## src/sv/sfm_pkg.sv

```systemverilog
// ----------------------------------------------------------------------------
// sfm_pkg
// Types and constants shared by the single-precision multiplier.
// ----------------------------------------------------------------------------
package sfm_pkg;

    localparam logic [31:0] SIGN_BIT  = 32'h8000_0000;
    localparam logic [31:0] QUIET_NAN = 32'h7FC0_0000;
    localparam logic [7:0]  EXP_MAX   = 8'hFF;
    localparam logic [9:0]  FP_BIAS   = 10'h07F;

    // special-case class decided in the first stage
    typedef enum logic [1:0] {
        CLS_NORMAL = 2'd0,
        CLS_ZERO   = 2'd1,
        CLS_INF    = 2'd2,
        CLS_NAN    = 2'd3
    } cls_t;

endpackage

```

## src/sv/single_float_multiply_unit.sv

```systemverilog
// throughput: one operand pair per cycle while m_ready does not stall the output, four register stages
// stages: unpack, 24x24 multiply, leading-one normalise, pack
// a stall holds the valid stages up to the first bubble; bubbles are squeezed out
// reset: synchronous active-low aresetn clears the stage valid bits
// ----------------------------------------------------------------------------
// single_float_multiply_unit
// Single-precision multiplier, round toward zero, denormal results flushed.
// ----------------------------------------------------------------------------
module single_float_multiply_unit (
    input  logic        aclk,
    input  logic        aresetn,
    input  logic        s_valid,
    output logic        s_ready,
    input  logic [31:0] s_operand_a,
    input  logic [31:0] s_operand_b,
    output logic        m_valid,
    input  logic        m_ready,
    output logic [31:0] m_product
);
    import sfm_pkg::*;

    // stage valid bits
    logic v1_reg, v2_reg, v3_reg, v4_reg;
    logic adv1, adv2, adv3, adv4;

    assign adv4    = !v4_reg || m_ready;
    assign adv3    = !v3_reg || adv4;
    assign adv2    = !v2_reg || adv3;
    assign adv1    = !v1_reg || adv2;
    assign s_ready = adv1;
    assign m_valid = v4_reg;

    // ---------------- stage 1: unpack ----------------
    logic [7:0]  ea, eb;
    logic [22:0] fa, fb;
    logic        za, zb, na, nb, ia, ib, da, db;
    cls_t        cls1_next;
    logic        sgn1_reg;
    cls_t        cls1_reg;
    logic [23:0] sa1_reg, sb1_reg;
    logic [9:0]  exp1_reg;

    always_comb begin
        ea = s_operand_a[30:23];
        eb = s_operand_b[30:23];
        fa = s_operand_a[22:0];
        fb = s_operand_b[22:0];
        za = (ea == 8'd0) && (fa == 23'd0);
        zb = (eb == 8'd0) && (fb == 23'd0);
        da = (ea == 8'd0);
        db = (eb == 8'd0);
        na = (ea == EXP_MAX) && (fa != 23'd0);
        nb = (eb == EXP_MAX) && (fb != 23'd0);
        ia = (ea == EXP_MAX);
        ib = (eb == EXP_MAX);
        if (na || nb)                    cls1_next = CLS_NAN;
        else if ((ia || ib) && (za || zb)) cls1_next = CLS_NAN;
        else if (ia || ib)               cls1_next = CLS_INF;
        else if (za || zb || (da && db)) cls1_next = CLS_ZERO;
        else                             cls1_next = CLS_NORMAL;
    end

    always_ff @(posedge aclk) begin
        if (!aresetn) begin
            v1_reg <= 1'b0;
        end else if (adv1) begin
            v1_reg <= s_valid;
        end
        if (adv1) begin
            sgn1_reg <= s_operand_a[31] ^ s_operand_b[31];
            cls1_reg <= cls1_next;
            sa1_reg  <= {!da, fa};
            sb1_reg  <= {!db, fb};
            exp1_reg <= {2'b00, (da ? 8'd1 : ea)} + {2'b00, (db ? 8'd1 : eb)} - FP_BIAS;
        end
    end

    // ---------------- stage 2: multiply ----------------
    logic        sgn2_reg;
    cls_t        cls2_reg;
    logic [47:0] prod2_reg;
    logic [9:0]  exp2_reg;

    always_ff @(posedge aclk) begin
        if (!aresetn) begin
            v2_reg <= 1'b0;
        end else if (adv2) begin
            v2_reg <= v1_reg;
        end
        if (adv2) begin
            sgn2_reg  <= sgn1_reg;
            cls2_reg  <= cls1_reg;
            prod2_reg <= sa1_reg * sb1_reg;
            exp2_reg  <= exp1_reg;
        end
    end

    // ---------------- stage 3: normalise ----------------
    logic [5:0]  lz;
    logic [47:0] mant3_next;
    logic [9:0]  exp3_next;
    logic        sgn3_reg;
    cls_t        cls3_reg;
    logic [22:0] frac3_reg;
    logic [9:0]  exp3_reg;

    always_comb begin
        // distance from bit 46 down to the leading one
        lz = 6'd0;
        for (int i = 0; i <= 46; i++) begin
            if (prod2_reg[i]) lz = 6'(46 - i);
        end
        if (prod2_reg[47]) begin
            mant3_next = prod2_reg >> 24;
            exp3_next  = exp2_reg + 10'd1;
        end else if (prod2_reg[46]) begin
            mant3_next = prod2_reg >> 23;
            exp3_next  = exp2_reg;
        end else begin
            mant3_next = (prod2_reg << lz) >> 23;
            exp3_next  = exp2_reg - {4'd0, lz};
        end
    end

    always_ff @(posedge aclk) begin
        if (!aresetn) begin
            v3_reg <= 1'b0;
        end else if (adv3) begin
            v3_reg <= v2_reg;
        end
        if (adv3) begin
            sgn3_reg  <= sgn2_reg;
            cls3_reg  <= cls2_reg;
            frac3_reg <= mant3_next[22:0];
            exp3_reg  <= exp3_next;
        end
    end

    // ---------------- stage 4: pack ----------------
    logic [31:0] prod4_next;
    logic [31:0] prod4_reg;

    always_comb begin
        case (cls3_reg)
            CLS_NAN:  prod4_next = QUIET_NAN;
            CLS_INF:  prod4_next = {sgn3_reg, EXP_MAX, 23'd0};
            CLS_ZERO: prod4_next = {sgn3_reg, 31'd0};
            default: begin
                // exponent is signed in ten bits
                if (exp3_reg[9] || exp3_reg == 10'd0)
                    prod4_next = {sgn3_reg, 31'd0};
                else if (exp3_reg >= {2'b00, EXP_MAX})
                    prod4_next = {sgn3_reg, EXP_MAX, 23'd0};
                else
                    prod4_next = {sgn3_reg, exp3_reg[7:0], frac3_reg};
            end
        endcase
    end

    always_ff @(posedge aclk) begin
        if (!aresetn) begin
            v4_reg <= 1'b0;
        end else if (adv4) begin
            v4_reg <= v3_reg;
        end
        if (adv4) begin
            prod4_reg <= prod4_next;
        end
    end

    assign m_product = prod4_reg;

endmodule

```

## config.mk

```make
export PLATFORM = sky130hd
export DESIGN_NAME = single_float_multiply_unit
export DESIGN_NICKNAME = d
export VERILOG_FILES = /design/src/sv/sfm_pkg.sv /design/src/sv/single_float_multiply_unit.sv
export SDC_FILE = /design/constraint.sdc
export NUM_CORES = 2
export LEC_CHECK = 0
export BUFFER_PORTS_ARGS = -buffer_cell sky130_fd_sc_hd__buf_4
export CORE_MARGIN = 5
export CORE_UTILIZATION = 30
export CTS_BUF_LIST = sky130_fd_sc_hd__clkbuf_2 sky130_fd_sc_hd__clkbuf_4 sky130_fd_sc_hd__clkbuf_8
export CTS_CLUSTER_DIAMETER = 150
export CTS_CLUSTER_SIZE = 25
export DETAILED_ROUTE_END_ITERATION = 7
export HOLD_SLACK_MARGIN = 0.05
export PLACE_DENSITY_LB_ADDON = 0.15
export SYNTH_ARGS = -nofsm -noshare
export SYNTH_HDL_FRONTEND = slang
export SYNTH_SLANG_ARGS = --single-unit
export TNS_END_PERCENT = 1
```

## constraint.sdc

```tcl
create_clock -name aclk -period 7.9 [get_ports aclk]
set_input_delay 0.395 -clock aclk [delete_from_list [all_inputs] [get_ports aclk]]
set_output_delay 0.395 -clock aclk [all_outputs]
set_load 0.005 [all_outputs]
```

==> impl_metrics.xml <==
<?xml version="1.0" encoding="UTF-8"?>
<metrics>
  <group name="sta">
    <metric name="timing.final.hold_violations" unit="">0</metric>
    <metric name="period_needed" unit="ps">7560</metric>
    <metric name="rsz_0062_raised_after_global_routing" unit="">false</metric>
    <metric name="relSlewSlack" unit="%">24.2</metric>
    <metric name="final.setup.tns" unit="ps">0</metric>
    <metric name="finalSetupViolations" unit="">0</metric>
    <metric name="post-route-period-util" unit="%">95.7</metric>
    <metric name="tightestPinTransition" unit="ps">1140</metric>
    <metric name="timing.clock.skew" unit="ps">30.6</metric>
    <metric name="fmax" unit="MHz">132</metric>
    <metric name="setup_ws" unit="ps">337</metric>
    <metric name="timing.final.max_slew_violations" unit="">0</metric>
  </group>
  <group name="logic_synthesis">
    <metric name="synth_most_common_cell" unit="">sky130_fd_sc_hd__inv_1</metric>
    <metric name="netlist.top_cell.by_area" unit="">sky130_fd_sc_hd__fa_1</metric>
    <metric name="synthesis.area" unit="sq um">30300</metric>
    <metric name="ys_types" unit="">83</metric>
    <metric name="synthesis.instances" unit="">3232</metric>
    <metric name="synth_edf_count" unit="">190</metric>
    <metric name="yosys_reg_bits" unit="">194</metric>
    <metric name="synth.avg_cell_area" unit="sq um">9.37</metric>
    <metric name="synth.net_count" unit="">3980</metric>
    <metric name="async_sr_flop_fraction" unit="%">0</metric>
    <metric name="yosysSeqAreaShare" unit="%">19.1</metric>
    <metric name="synthDominantCellAreaShare" unit="%">32.0</metric>
    <metric name="dominantRegCellSynth" unit="">sky130_fd_sc_hd__edfxtp_1</metric>
    <metric name="yosysWarningCount" unit="">0</metric>
    <metric name="synth_area_leaders" unit="">sky130_fd_sc_hd__fa_1 (32%), sky130_fd_sc_hd__edfxtp_1 (19%), sky130_fd_sc_hd__ha_1 (8.1%), sky130_fd_sc_hd__inv_1 (6.7%), sky130_fd_sc_hd__nand2_1 (5.9%)</metric>
    <metric name="synth_top_cells_by_count" unit="">sky130_fd_sc_hd__inv_1 (540), sky130_fd_sc_hd__fa_1 (484), sky130_fd_sc_hd__nand2_1 (477)</metric>
  </group>
  <group name="critical_path">
    <metric name="timing.rr.end" unit="">prod2_reg[46]</metric>
    <metric name="crit_required" unit="ps">8350</metric>
    <metric name="highest_net_fanout_along_the_worst_path" unit="">13</metric>
    <metric name="worstReg2RegStart" unit="">sa1_reg[9]</metric>
    <metric name="timing.reg2reg.setup_slack" unit="ps">340</metric>
    <metric name="critical_path.startpoint_type" unit="">flip-flop</metric>
    <metric name="worst-setup-path-type" unit="">flip-flop to flip-flop</metric>
    <metric name="r2r.worst_path.cells" unit="">26</metric>
    <metric name="worstPathArrival" unit="ps">8010</metric>
    <metric name="crit_path_end_kind" unit="">flip-flop</metric>
  </group>
  <group name="clocking">
    <metric name="clock_path_buffers" unit="">2</metric>
    <metric name="tritoncts" unit="">done</metric>
    <metric name="clk-insertion-delay-late" unit="ps">580</metric>
    <metric name="clkSlewWorstSetupHoldPaths" unit="ps">130</metric>
    <metric name="tritoncts.num_buffers" unit="">17</metric>
    <metric name="cts-root-buf" unit="">sky130_fd_sc_hd__clkbuf_8</metric>
    <metric name="cts_htree_levels" unit="">4</metric>
    <metric name="clock-sinks" unit="">194</metric>
  </group>
  <group name="placement">
    <metric name="placed_area" unit="sq um">32700</metric>
    <metric name="port_buffers" unit="">101</metric>
    <metric name="place_hpwl" unit="mm">75.1</metric>
    <metric name="cell_total_after_placement" unit="">4528</metric>
    <metric name="detailedPlace.worstSlack" unit="ps">267</metric>
    <metric name="final_weighted_congestion_in_routability_driven_placement" unit="">0.900</metric>
  </group>
  <group name="route">
    <metric name="routed.top_layer" unit="">met4</metric>
    <metric name="wl_met1" unit="mm">44.8</metric>
    <metric name="dr_wl_cell" unit="um">20.3</metric>
    <metric name="first_pass_iters" unit="">5</metric>
    <metric name="viasPerCell" unit="">4.91</metric>
    <metric name="remaining_drc_errors" unit="">0</metric>
    <metric name="antenna_left" unit="">0</metric>
    <metric name="wl_met2" unit="mm">43.0</metric>
    <metric name="drt_initial_violations" unit="">1682</metric>
    <metric name="met3_wirelength" unit="mm">4.58</metric>
    <metric name="postRouteWirelength" unit="mm">93.7</metric>
    <metric name="num_vias" unit="">22600</metric>
  </group>
  <group name="finish">
    <metric name="post_layout_nonfiller_instances" unit="">4613</metric>
    <metric name="final-seq-area" unit="sq um">5790</metric>
    <metric name="fillCellCount" unit="">10500</metric>
    <metric name="multi_input_comb_area" unit="sq um">21600</metric>
    <metric name="drive_gt1_share" unit="%">8.69</metric>
    <metric name="largest_register_ff_count" unit="">48</metric>
    <metric name="areaGrowthSynthToFinish" unit="%">11.1</metric>
    <metric name="final_nets" unit="">4049</metric>
    <metric name="post-route-cell-area" unit="sq um">33700</metric>
  </group>
  <group name="die">
    <metric name="floorplan.rows" unit="">116</metric>
    <metric name="initial_core_utilization" unit="%">30.3</metric>
    <metric name="core_area" unit="sq um">100000</metric>
    <metric name="dieWidth" unit="um">328</metric>
    <metric name="die_height" unit="um">328</metric>
    <metric name="design.die.area" unit="sq um">107000</metric>
    <metric name="io_pins" unit="">102</metric>
  </group>
  <group name="hold_path">
    <metric name="cells_on_worst_hold_path" unit="">2</metric>
    <metric name="min_from" unit="">s_operand_a[31]</metric>
    <metric name="destination_of_the_worst_hold_path" unit="">sgn1_reg</metric>
    <metric name="timing.hold.worst.class" unit="">input pin to flip-flop</metric>
  </group>
  <group name="global_route">
    <metric name="grt.total_usage" unit="%">17.6</metric>
    <metric name="grt.overflow.total" unit="">0</metric>
    <metric name="maximum_number_of_pins_on_one_net_before_global_route_repair" unit="">64</metric>
    <metric name="grt_first_pass_wirelength" unit="mm">147</metric>
    <metric name="via_count_of_the_first_global_routing_pass" unit="">24000</metric>
    <metric name="number_of_antenna_violations_at_the_first_check_in_global_routing" unit="">1</metric>
  </group>
  <group name="run">
    <metric name="maxCapViolations" unit="">0</metric>
  </group>
  <group name="outcome">
    <metric name="status" unit="">finished, final reports clean</metric>
  </group>
</metrics>
cells in the final DEF (no fill, tap or decap), types with 49 or more instances in the layout:
master,instances
sky130_fd_sc_hd__inv_1,539
sky130_fd_sc_hd__fa_1,484
sky130_fd_sc_hd__nand2_1,476
sky130_fd_sc_hd__and2_1,238
sky130_fd_sc_hd__buf_4,201
sky130_fd_sc_hd__ha_1,196
sky130_fd_sc_hd__edfxtp_1,190
sky130_fd_sc_hd__nor2_1,103
sky130_fd_sc_hd__a21oi_1,100
sky130_fd_sc_hd__mux2i_1,96
sky130_fd_sc_hd__dlygate4sd3_1,49
critical path, cell delays in order, from the launching register on:
cell and delay [ps]:
sky130_fd_sc_hd__edfxtp_1 500, sky130_fd_sc_hd__buf_4 270, sky130_fd_sc_hd__nand2_1 100, sky130_fd_sc_hd__fa_1 540, sky130_fd_sc_hd__inv_1 50, sky130_fd_sc_hd__fa_1 470
sky130_fd_sc_hd__inv_1 50, sky130_fd_sc_hd__fa_1 490, sky130_fd_sc_hd__inv_1 50, sky130_fd_sc_hd__fa_1 530, sky130_fd_sc_hd__inv_1 50, sky130_fd_sc_hd__fa_1 440
sky130_fd_sc_hd__fa_1 490, sky130_fd_sc_hd__inv_1 50, sky130_fd_sc_hd__fa_1 430, sky130_fd_sc_hd__ha_1 260, sky130_fd_sc_hd__a2111oi_0 490, sky130_fd_sc_hd__o21ai_1 180
sky130_fd_sc_hd__a211o_1 320, sky130_fd_sc_hd__a41oi_1 210, sky130_fd_sc_hd__buf_4 160, sky130_fd_sc_hd__nor3_1 60, sky130_fd_sc_hd__a31o_2 270, sky130_fd_sc_hd__a221oi_2 320
sky130_fd_sc_hd__o21ai_1 140, sky130_fd_sc_hd__or4_1 400, sky130_fd_sc_hd__nand4_1 90
cells by family (layout without fill, tap and decap cells):
logic type,Yosys count,after routing,synth area share (%)
and+or+nand+nor,1018,1018,16.1
buffers and inverters,755,837,9.66
adders and majority gates,680,680,40.1
AOI/OAI and AO/OA,412,412,9.48
DFF,194,194,19.1
muxes,115,115,3.92
xor gates and xnor gates,58,58,1.68
other,0,1,0
final cells by class:
class / count / area share [%]
Antenna cell: 1 / 0.00744
Clock buffer: 17 / 0.695
Clock inverter: 15 / 0.561
Inverter: 547 / 6.11
Multi-Input combinational cell: 2283 / 64.2
Sequential cell: 194 / 17.2
Tap cell: 1298 / 4.83
Timing Repair Buffer: 258 / 6.42
metrics by stage:
step	utilization (%)	hold slack, ps
after floorplan	-	400
after global placement	32.7	405
after detailed placement	32.7	405
after CTS	33.6	59.7
after global routing	33.6	86.8
final	33.6	126
timing repair:
| action | CTS | global route |
|---|---|---|
| setup buffers | 0 | 3 |
| resized for setup | 0 | 0 |
| hold buffers | 49 | 0 |
| endpoints found under the setup margin | 0 | 5 |
| endpoints found under the hold margin | 50 | 0 |
routing by layer:
layer,track usage (%),vias to the layer above
met5,0,-
met4,3.71,0
li1,-,10600
met1,25.5,11400
met3,2.43,88
met2,28.3,597
worst max path at each step:
stage                     slack, ps            end   startpoint  cells past startpoint
final                           340  prod2_reg[46]   sa1_reg[9]                     26
after global routing              8  prod2_reg[46]   sb1_reg[9]                     24
after floorplan                 630  prod2_reg[46]   sb1_reg[3]                     26
after global placement          300  prod2_reg[46]   sb1_reg[2]                     25
after CTS                       250  prod2_reg[46]   sb1_reg[2]                     25
after detailed placement        270  prod2_reg[46]  sa1_reg[12]                     24
Power is not shown: default switching activity piles up to over one toggle a cycle in this logic, so the estimate is an artifact.
